`src/design/srctok_pkg.sv`:
```
// ----------------------------------------------------------------------------
// srctok_pkg
// Shared types and constants of the assembler source tokenizer.
// ----------------------------------------------------------------------------
package srctok_pkg;

	localparam int MAX_LINE = 80;

	localparam logic [6:0]  LIMIT_CAP       = 7'(MAX_LINE - 1);
	localparam logic [6:0]  LINE_LIMIT_RST  = 7'd79;
	localparam logic [14:0] MAX_LINES_RST   = 15'd32767;
	localparam logic [14:0] LINE_NUMBER_RST = 15'd1;
	localparam logic [7:0]  CHECKSUM_INIT   = 8'hFF;

	localparam logic [7:0] CHAR_TAB   = 8'h09;
	localparam logic [7:0] CHAR_LF    = 8'h0A;
	localparam logic [7:0] CHAR_CR    = 8'h0D;
	localparam logic [7:0] CHAR_SPACE = 8'h20;
	localparam logic [7:0] CHAR_QUOTE = 8'h22;
	localparam logic [7:0] CHAR_SEMI  = 8'h3B;

	typedef enum logic [0:0] {
		REG_LINE_LIMIT = 1'b0,
		REG_MAX_LINES  = 1'b1
	} cfg_reg_t;

	typedef struct packed {
		logic [7:0] text_byte;
		logic       end_of_text;
	} in_beat_t;

	typedef struct packed {
		logic [7:0]  out_byte;
		logic        last_of_run;
		logic        line_closed;
		logic [7:0]  running_checksum;
		logic [15:0] emitted_count;
		logic        text_full;
	} out_beat_t;

	typedef struct packed {
		logic [6:0]  line_limit;
		logic [14:0] max_lines;
	} cfg_t;

	// Up to four bytes caused by one input beat; a close is always the last one.
	typedef struct packed {
		logic [3:0][7:0] bytes;
		logic [2:0]      count;
		logic            closes;
		logic            full;
	} bundle_t;

endpackage

```
`src/design/srctok_cfg.sv`:
```
// ----------------------------------------------------------------------------
// srctok_cfg
// Configuration registers: line length limit and maximum line count.
// ----------------------------------------------------------------------------
module srctok_cfg
	import srctok_pkg::*;
(
	input  logic        clk,
	input  logic        arst_n,
	input  logic        cfg_wr_en,
	input  logic [0:0]  cfg_index,
	input  logic [14:0] cfg_wdata,
	output cfg_t        cfg
);

	logic [6:0]  line_limit_q;
	logic [14:0] max_lines_q;

	always_ff @(posedge clk or negedge arst_n) begin
		if (!arst_n) begin
			line_limit_q <= LINE_LIMIT_RST;
			max_lines_q  <= MAX_LINES_RST;
		end else if (cfg_wr_en) begin
			case (cfg_reg_t'(cfg_index))
				REG_LINE_LIMIT: line_limit_q <= cfg_wdata[6:0];
				REG_MAX_LINES:  max_lines_q  <= cfg_wdata;
				default: ;
			endcase
		end
	end

	assign cfg.line_limit = line_limit_q;
	assign cfg.max_lines  = max_lines_q;

endmodule

```
`src/design/srctok_eval.sv`:
```
// ----------------------------------------------------------------------------
// srctok_eval
// Input register and line state; turns one text beat into a result bundle.
// ----------------------------------------------------------------------------
module srctok_eval
	import srctok_pkg::*;
(
	input  logic     clk,
	input  logic     arst_n,
	input  cfg_t     cfg,
	input  logic     in_valid,
	output logic     in_ready,
	input  in_beat_t in_data,
	output logic     push,
	input  logic     push_ready,
	output bundle_t  bundle
);

	logic        valid_s1;
	in_beat_t    item_s1;

	logic [14:0] line_number_q;
	logic [6:0]  chars_q;
	logic        line_open_q;
	logic        quotes_q;
	logic        comment_q;
	logic        blank_q;
	logic        stopped_q;

	logic [6:0]  chars_base;
	logic [6:0]  chars_next;
	logic [6:0]  limit;
	logic        quotes_base;
	logic        comment_base;
	logic        blank_base;
	logic        quotes_next;
	logic        comment_next;
	logic        blank_next;
	logic        is_lf;
	logic        is_blank;
	logic        emit_char;
	logic [7:0]  char_out;
	logic        close;
	logic        stop_now;
	logic [2:0]  n;
	logic [3:0][7:0] bytes;
	logic        advance;

	always_comb begin
		chars_base   = line_open_q ? chars_q : 7'd0;
		quotes_base  = line_open_q & quotes_q;
		comment_base = line_open_q & comment_q;
		blank_base   = line_open_q & blank_q;
		is_lf        = item_s1.text_byte == CHAR_LF;
		is_blank     = (item_s1.text_byte == CHAR_SPACE) || (item_s1.text_byte == CHAR_TAB);
		limit        = (cfg.line_limit > LIMIT_CAP) ? LIMIT_CAP : cfg.line_limit;

		chars_next   = chars_base;
		quotes_next  = quotes_base;
		comment_next = comment_base;
		blank_next   = blank_base;
		emit_char    = 1'b0;
		char_out     = item_s1.text_byte;

		if (!is_lf) begin
			chars_next = chars_base + 7'd1;
			if (!comment_base) begin
				if (is_blank && !quotes_base) begin
					emit_char  = !blank_base;
					char_out   = CHAR_TAB;
					blank_next = 1'b1;
				end else begin
					blank_next = 1'b0;
					if (item_s1.text_byte == CHAR_SEMI && !quotes_base) begin
						comment_next = 1'b1;
					end else begin
						if (item_s1.text_byte == CHAR_QUOTE) begin
							quotes_next = !quotes_base;
						end
						emit_char = 1'b1;
					end
				end
			end
		end

		close    = is_lf || (chars_next >= limit) || item_s1.end_of_text;
		stop_now = close && (line_number_q >= cfg.max_lines);

		bytes = '0;
		n     = 3'd0;
		if (!line_open_q) begin
			bytes[0] = line_number_q[7:0];
			bytes[1] = {1'b0, line_number_q[14:8]};
			n        = 3'd2;
		end
		if (emit_char) begin
			bytes[n[1:0]] = char_out;
			n             = n + 3'd1;
		end
		if (close) begin
			bytes[n[1:0]] = CHAR_CR;
			n             = n + 3'd1;
		end
		if (stopped_q) begin
			n = 3'd0;
		end
	end

	assign bundle.bytes  = bytes;
	assign bundle.count  = n;
	assign bundle.closes = close;
	assign bundle.full   = stop_now;

	assign advance  = valid_s1 && ((n == 3'd0) || push_ready);
	assign push     = valid_s1 && (n != 3'd0) && push_ready;
	assign in_ready = !valid_s1 || advance;

	always_ff @(posedge clk or negedge arst_n) begin
		if (!arst_n) begin
			valid_s1 <= 1'b0;
		end else if (in_ready) begin
			valid_s1 <= in_valid;
		end
	end

	always_ff @(posedge clk) begin
		if (in_ready && in_valid) begin
			item_s1 <= in_data;
		end
	end

	always_ff @(posedge clk or negedge arst_n) begin
		if (!arst_n) begin
			line_number_q <= LINE_NUMBER_RST;
			chars_q       <= 7'd0;
			line_open_q   <= 1'b0;
			quotes_q      <= 1'b0;
			comment_q     <= 1'b0;
			blank_q       <= 1'b0;
			stopped_q     <= 1'b0;
		end else if (advance && !stopped_q) begin
			chars_q     <= chars_next;
			quotes_q    <= quotes_next;
			comment_q   <= comment_next;
			blank_q     <= blank_next;
			line_open_q <= !close;
			if (stop_now) begin
				stopped_q <= 1'b1;
			end else if (close) begin
				line_number_q <= line_number_q + 15'd1;
			end
		end
	end

`ifndef SYNTHESIS
	a_stopped_sticks: assert property (@(posedge clk) disable iff (!arst_n)
		stopped_q |=> stopped_q)
		else $error("stopped flag cleared");
	a_no_push_stopped: assert property (@(posedge clk) disable iff (!arst_n)
		stopped_q |-> !push)
		else $error("bundle pushed while stopped");
`endif

endmodule

```
`src/design/srctok_emit.sv`:
```
// ----------------------------------------------------------------------------
// srctok_emit
// Bundle register that sends its bytes one beat at a time with checksum and count.
// ----------------------------------------------------------------------------
module srctok_emit
	import srctok_pkg::*;
(
	input  logic      clk,
	input  logic      arst_n,
	input  logic      push,
	output logic      push_ready,
	input  bundle_t   bundle,
	output logic      out_valid,
	input  logic      out_ready,
	output out_beat_t out_data
);

	logic        valid_s2;
	bundle_t     bundle_s2;
	logic [1:0]  idx_q;
	logic [7:0]  xor_q;
	logic [15:0] total_q;
	logic        is_last;
	logic        beat;
	logic [7:0]  cur_byte;

	assign cur_byte   = bundle_s2.bytes[idx_q];
	assign is_last    = {1'b0, idx_q} == (bundle_s2.count - 3'd1);
	assign beat       = valid_s2 && out_ready;
	assign push_ready = !valid_s2 || (out_ready && is_last);
	assign out_valid  = valid_s2;

	assign out_data.out_byte         = cur_byte;
	assign out_data.last_of_run      = is_last;
	assign out_data.line_closed      = is_last && bundle_s2.closes;
	assign out_data.running_checksum = xor_q ^ cur_byte;
	assign out_data.emitted_count    = total_q + 16'd1;
	assign out_data.text_full        = is_last && bundle_s2.full;

	always_ff @(posedge clk or negedge arst_n) begin
		if (!arst_n) begin
			valid_s2 <= 1'b0;
			idx_q    <= 2'd0;
			xor_q    <= CHECKSUM_INIT;
			total_q  <= 16'd0;
		end else begin
			if (beat) begin
				xor_q   <= xor_q ^ cur_byte;
				total_q <= total_q + 16'd1;
			end
			if (push_ready) begin
				valid_s2 <= push;
				idx_q    <= 2'd0;
			end else if (beat) begin
				idx_q <= idx_q + 2'd1;
			end
		end
	end

	always_ff @(posedge clk) begin
		if (push_ready && push) begin
			bundle_s2 <= bundle;
		end
	end

`ifndef SYNTHESIS
	a_count_range: assert property (@(posedge clk) disable iff (!arst_n)
		valid_s2 |-> (bundle_s2.count != 3'd0) && (bundle_s2.count <= 3'd4))
		else $error("bundle held with bad byte count");
	a_total_steps: assert property (@(posedge clk) disable iff (!arst_n)
		beat |=> total_q == $past(total_q) + 16'd1)
		else $error("emitted count did not advance on a beat");
`endif

endmodule

```
`src/design/assembler_source_tokenizer_top.sv`:
```
// ----------------------------------------------------------------------------
// assembler_source_tokenizer_top
// Converts a text byte stream into the numbered assembler source stream.
//
//   channel  direction  handshake              payload
//   in       input      in_valid / in_ready    in_data   (in_beat_t)
//   out      output     out_valid / out_ready  out_data  (out_beat_t)
//   cfg      input      cfg_wr_en              cfg_index, cfg_wdata
//
// A text beat is registered, evaluated in the next cycle and its result
// bytes are sent one per cycle from the bundle register while out_ready is high.
// A beat with no result bytes never waits on the output; one with bytes
// waits for the bundle register, and the next beat can enter while it sends.
// Reset is asynchronous and clears all line state; no clearing pass.
// Output stalls propagate back to in_ready in the same cycle.
// ----------------------------------------------------------------------------
module assembler_source_tokenizer_top
	import srctok_pkg::*;
(
	input  logic        clk,
	input  logic        arst_n,
	input  logic        cfg_wr_en,
	input  logic [0:0]  cfg_index,
	input  logic [14:0] cfg_wdata,
	input  logic        in_valid,
	output logic        in_ready,
	input  in_beat_t    in_data,
	output logic        out_valid,
	input  logic        out_ready,
	output out_beat_t   out_data
);

	cfg_t    cfg;
	bundle_t bundle;
	logic    push;
	logic    push_ready;

	srctok_cfg u_cfg (
		.clk       (clk),
		.arst_n    (arst_n),
		.cfg_wr_en (cfg_wr_en),
		.cfg_index (cfg_index),
		.cfg_wdata (cfg_wdata),
		.cfg       (cfg)
	);

	srctok_eval u_eval (
		.clk        (clk),
		.arst_n     (arst_n),
		.cfg        (cfg),
		.in_valid   (in_valid),
		.in_ready   (in_ready),
		.in_data    (in_data),
		.push       (push),
		.push_ready (push_ready),
		.bundle     (bundle)
	);

	srctok_emit u_emit (
		.clk        (clk),
		.arst_n     (arst_n),
		.push       (push),
		.push_ready (push_ready),
		.bundle     (bundle),
		.out_valid  (out_valid),
		.out_ready  (out_ready),
		.out_data   (out_data)
	);

endmodule
```
`config.mk`:
```
export PLATFORM = sky130hd
export DESIGN_NAME = assembler_source_tokenizer_top
export DESIGN_NICKNAME = d
export VERILOG_FILES = /design/src/design/srctok_pkg.sv /design/src/design/srctok_cfg.sv /design/src/design/srctok_eval.sv /design/src/design/srctok_emit.sv /design/src/design/assembler_source_tokenizer_top.sv
export SDC_FILE = /design/constraint.sdc
export NUM_CORES = 1
export LEC_CHECK = 0
export ABC_CLOCK_PERIOD_IN_PS = 11970
export CAP_MARGIN = 40
export CORE_AREA = 2 2 132 134
export DETAILED_ROUTE_END_ITERATION = 7
export DIE_AREA = 0 0 134 136
export DONT_BUFFER_PORTS = 1
export GPL_TIMING_DRIVEN = 0
export HOLD_SLACK_MARGIN = 0.08
export SLEW_MARGIN = 20
export SYNTH_ARGS = -nofsm -noshare
export SYNTH_HDL_FRONTEND = slang
export SYNTH_SLANG_ARGS = --single-unit
```
`constraint.sdc`:
```
create_clock -name clk -period 11.97 [get_ports clk]
set_input_delay 1.7955 -clock clk [delete_from_list [all_inputs] [get_ports clk]]
set_output_delay 1.7955 -clock clk [all_outputs]
set_load 0.02 [all_outputs]
```
; Yosys cells after proc, flatten, opt, wreduce, memory -nomap -nowiden
; Index checks and enable logic that the tools add are counted.
[totals]
latchBits = 0
mem_count = 0
mem_bits_rw = 0
reg_bits = 123
output_inout_bits = 37
rom_bits = 0
input_bits = 30
[op_classes]
muxes = 38
div_mod_pow = 0
order_cmp = 8
addsub = 7
n_bitwise = 9
n_eq_ne = 6
shift = 0
mul = 0
n_reduce_logical = 34
[ops]
columns = operator, n
row1 = 32-bit 2-to-1 mux, 2
row2 = 8-bit 2-to-1 mux, 6
row3 = 32-bit bitwise mux, 1
row4 = 8-bit demux with 2-bit select, 2
row5 = "8-bit by 6-bit equality test with 1-bit output, second input constant", 3
row6 = 7-bit 2-to-1 mux, 3
row7 = 20-bit bitwise AND, 1
row8 = 20-bit NOT, 1
row9 = "16-bit by 1-bit adder with 16-bit output, second input constant", 1
row10 = 8-bit binary-select mux with 2-bit select, 1
row11 = "8-bit by 4-bit equality test with 1-bit output, second input constant", 2
row12 = 1-bit 2-to-1 mux, 16
row13 = "15-bit by 1-bit adder with 15-bit output, second input constant", 1
row14 = 15-bit >= comparator, 1
row15 = 1-bit logical AND, 15
row16 = 15-bit 2-to-1 mux, 1
row17 = 12-bit OR, 1
row18 = "2-bit by 3-bit < comparator with 1-bit output, second input constant", 3
row19 = 3-bit 2-to-1 mux, 3
row20 = 8-bit bitwise XOR, 1
row21 = "7-bit by 1-bit adder with 7-bit output, second input constant", 1
row22 = 7-bit >= comparator, 1
row23 = "7-bit greater-than comparator, second input constant", 1
row24 = 1-bit logical NOT, 6
row25 = 15 further kinds, 28

; Logic depth before layout (Yosys ltp)
[depth]
ltp_word = 16
ltp_mapped = 17
depth_no_buf = 15

; Cells and area by module
; A second synthesis with hierarchy kept.
[unflattened]
cells_unflattened = 574
area_unflattened_um2 = 6779.0
[modules_own_cells]
columns = module, n_inst, area_each_um2, cells_per_inst
row1 = srctok_eval, 1, 2964.1, 321
row2 = srctok_emit, 1, 2919.0, 205
row3 = srctok_cfg, 1, 895.9, 48

; Worst setup path before layout
; No wires, ideal clock.
[synth_timing]
kind = reg-to-output
from = register u_eval.line_open_q
to = output in_ready
path_buffers = 1
arrival_ps = 3457
required_time_ps = 10175
slack_ps = 6718
stages_incl_launch_ff = 15
path_cell_list = dfrtp_1 -> clkbuf_1 -> and2_1 -> ha_1 -> nand2_1 -> or3_1 -> or3_1 -> a21oi_1 -> ha_1 -> nand4_1 -> o211ai_1 -> a211oi_4 -> xnor2_4 -> and2b_2 -> o211ai_2
[synth_lines]
columns = item, line
row1 = "start, declared", srctok_eval.sv:24  ; logic line_open_q;
row2 = "start signal, assigned", srctok_eval.sv:146  ; line_open_q <= !close;
row3 = "end, declared", assembler_source_tokenizer_top.sv:26  ; output logic in_ready,

==> impl_results.md <==
- Share of layout cells above drive strength 1: between 20 and 25%
- RSZ-0062 raised after global routing: false
- Grt total ovfl: 0
- Layout area overhead: 14.8%
- CP delay by family, top: simple AND/OR/NAND/NOR gates
- Die Ht: 136 um
- Comb pwr share: 33.5%
- Synth Flop Type: dfrtp_1
- Commonest non-fill, non-tap cell in the layout: nand2_1
- Final core occ: a little over two fifths
- CP peak stage delay: around 0.57 ns
- Ports: 67
- # nets final: between 600 and 700
- Post-CTS setup buffer count: 0
- Crit Path Class: reg2out
- Reg area: slightly above 3000 um^2
- Max frequency: roughly 160 MHz
- CTS Buffer Depth: 2
- Final Hold Fails: 0
- Worst clock skew: between 0.01 and 0.015 ns
- Post-CTS Hold Buffers: 0
- Clock sink count: 115
- Worst EP arrival: about 4.5 ns
- Switching Fraction: between 30% and 40%
- Die Footprint: between 15000 and 20000 um^2
- Synth async-reset ratio: about 67%
- CP required: ~10 ns
- Clock Latency Late Sink: about 0.42 ns
- Slew headroom: 48.3%
- CTS tree: yes
- Bufs and invs on worst path: 1
- Antenna viol nets, final: 0
- Worst-Margin Slew: ~0.76 ns
- Vias in the first global route: 4370
- DRT Wirelength: between 10000 and 15000 um
- Status: complete, no violations
- Worst hold path type: reg2reg
- Placed Area: 6570 um^2
- Most frequent cells in the layout: nand2_1, dfrtp_1, xnor2_1
- Yosys cell types: slightly below 70
- IO Port Bufs: 0
- Leak Pwr: 3.05 nW
- Syn Area/Cell: 11.2 um^2
- Antenna violations before repair: 0
- Pwr dens: 238 nW/um^2
- Inserted Clock Buffers: 17
- Synth Register Bits: approximately 120
- DR pass1 iterations: 5
- DP Wirelength: 9770 um
- Resized cells post-CTS: 0
- WL per Instance: ~16 um
- Diodes inserted: 0
- Net Count, Synth: between 600 and 700
- Crit. Startpoint: u_eval.line_open_q
- Crit-path max FO: 10
- Footprint of the multi-input gates: between 2000 and 3000 um^2
- Largest net degree at the start of global routing: slightly below 80
- Final Max Tran Viols: 0
- Max-cap violations: 0
- Startpoint types: flip-flop
- Sequential element share of the synthesized area: between 40% and 50%
- Setup TNS: 0 ns
- Via/cell ratio: approximately 5.0
- CTS root buf: clkbuf_16
- Post-synth EDFFs: 38
- Min-delay src: u_emit.total_q[15]
- Slowest stage cell, crit path: a211oi_4
- Peak supply drop: 123 uV
- Residual DRC: 0
- Clock Power Share: ~31%
- Final setup viols: 0
- Finished Cell Area: 7190 um^2
- Core area: approximately 17000 um^2
- First-pass GRT wire length: ~22000 um
- Sw Pwr: a little over 0.0006 W
- Endpoint class of the critical path: primary output
- Tcrit/Tclk final: roughly 52%
- Detailed Route Iter0 Violations: between 200 and 250
- H-Tree Depth: 4
- Fill cell count: ~1600
- All-layer global routing usage: between 10% and 20%
- Clock-pin slew on the worst setup and hold paths: 0.06 ns
- Mapped Area: ~6300 um^2
- Yosys warnings: 0
- Flop pwr share: 36.1%
- Via Count: 4146
- Crit path time final: between 6 and 7 ns
- Worst-path cell chain: clkbuf_1, and2_1, ha_1, nand2_1, or3_1, or3_1, a21oi_1, ha_1, nand4_1, o211ai_1, a211oi_4, xnor2_4, and2b_2, o211ai_2
- Horiz. Die Dim: between 100 and 150 um
- Synth Instances: 560
- Core Rows: 48
- Worst r2r src: u_eval.line_open_q
- Pint: 0.00109 W
- Gpl congestion: 0.844
- Initial Utilization: ~37%
==> Yosys cell counts (3+ instances only) <==
| library cell | instances | area, um^2 |
|---|---|---|
| nand2_1 | 75 | 282 |
| dfrtp_1 | 48 | 1200 |
| xnor2_1 | 39 | 342 |
| edfxtp_1 | 38 | 1140 |
| dfstp_2 | 29 | 762 |
| ha_1 | 29 | 363 |
| inv_1 | 27 | 101 |
| xor2_1 | 27 | 236 |
| mux2_2 | 24 | 270 |
| o21ai_0 | 21 | 105 |
| nand3_1 | 20 | 100 |
| nor2_1 | 20 | 75.1 |
| a21oi_1 | 18 | 90.1 |
| and2_1 | 16 | 100 |
| and3_1 | 14 | 87.6 |
| clkbuf_1 | 10 | 37.5 |
| nor2b_1 | 10 | 62.6 |
| mux2i_1 | 6 | 60.1 |
| nand2b_1 | 6 | 37.5 |
| nand4_1 | 5 | 31.3 |
| o21a_1 | 5 | 37.5 |
| o21ai_1 | 5 | 25.0 |
| nor3_1 | 4 | 20.0 |
| nor4_1 | 4 | 25.0 |
| mux4_2 | 3 | 67.6 |
| or3_1 | 3 | 18.8 |
==> final timing paths <==
path / end / slack (ns) / cells after the start
setup / recovery: in_ready / 5.71 / 14
hold / removal: u_emit.total_q[15] / 0.49 / 1
setup reg to reg: u_emit.bundle_s2[22] / 6.97 / 15
hold reg to reg: u_emit.total_q[15] / 0.49 / 1
max in group asynchronous: u_cfg.line_limit_q[1] / 10.68 / 0
min in group asynchronous: u_emit.total_q[15] / 1.07 / 0
==> per-stage QoR <==
stage | worst slack (ns) | hold slack (ns) | total power, W | std cells
floorplan | 6.72 | 0.446 | 0.00106 | 560
global placement | 6.12 | 0.464 | 0.00117 | 785
detailed placement | 6.10 | 0.481 | 0.00120 | 789
CTS | 5.65 | 0.493 | 0.00173 | 821
global route | 5.45 | 0.502 | 0.00181 | 822
finish | 5.71 | 0.487 | 0.00171 | 822
==> power groups by stage <==
stage,Combinational (W),Clock (W),Sequential [W]
2_1_floorplan,0.000467,0,0.000596
3_3_place_gp,0.000552,0,0.000620
3_5_place_dp,0.000573,0,0.000624
4_1_cts,0.000577,0.000533,0.000618
5_1_grt,0.000629,0.000555,0.000629
6_report,0.000572,0.000522,0.000617
==> final cells by class <==
type                       instances  share of cell area, %
buffer                            17                   1.22
inverter                          29                   1.58
clock buffer                      23                   6.81
timing repair buffer               5                  0.348
sequential                       115                   43.2
tap                              225                   3.92
clock inverter                     9                   1.74
multi-input combinational        399                   41.2
==> flip-flops by register name, summed over array words and instances (netlist names) <==
name	count
u_eval.valid_s1	1
u_eval.line_open_q	1
u_eval.chars_q	7
u_emit.idx_q	2
u_eval.quotes_q	1
u_eval.line_number_q	15
u_eval.blank_q	1
u_cfg.max_lines_q	15
u_emit.xor_q	8
u_eval.comment_q	1
u_emit.total_q	16
u_eval.item_s1	9
u_emit.out_valid	1
u_cfg.line_limit_q	7
u_emit.bundle_s2	29
u_eval.stopped_q	1
==> layer usage <==
layer  part of all wire, %  up-vias  global-route usage, %
met3                   5.3       13                   4.85
met2                    49      109                   26.0
li1                      -     2005                      -
met5                     0        -                      0
met1                    44     2019                   18.5
met4                   1.3        0                   5.73
==> worst register-to-register path: stages, from the launching register on <==
cell      delay [ns]
dfrtp_1         0.37
clkbuf_1        0.36
and2_1          0.23
ha_1            0.15
nand2_1         0.07
or3_1           0.41
or3_1           0.37
a21oi_1         0.24
ha_1            0.29
nand4_1         0.11
o211ai_1        0.17
a211oi_4        0.57
inv_6           0.13
a211oi_2        0.32
o21ai_0         0.21
nor2_4          0.63
==> cells by family (layout without fill, tap and decap cells) <==
logic type                 Yosys count  in the layout  synth area share [%]
and+or+nand+nor                    196            196                  16.9
xor gates and xnor gates            68             68                  9.94
DFF                                115            115                  49.6
adders and majority gates           29             29                  5.80
muxes                               34             34                  6.54
AOI/OAI and AO/OA                   72             72                  7.96
buffers and inverters               46             83                  3.22
Note: power is estimated with default switching activity, not from simulation.
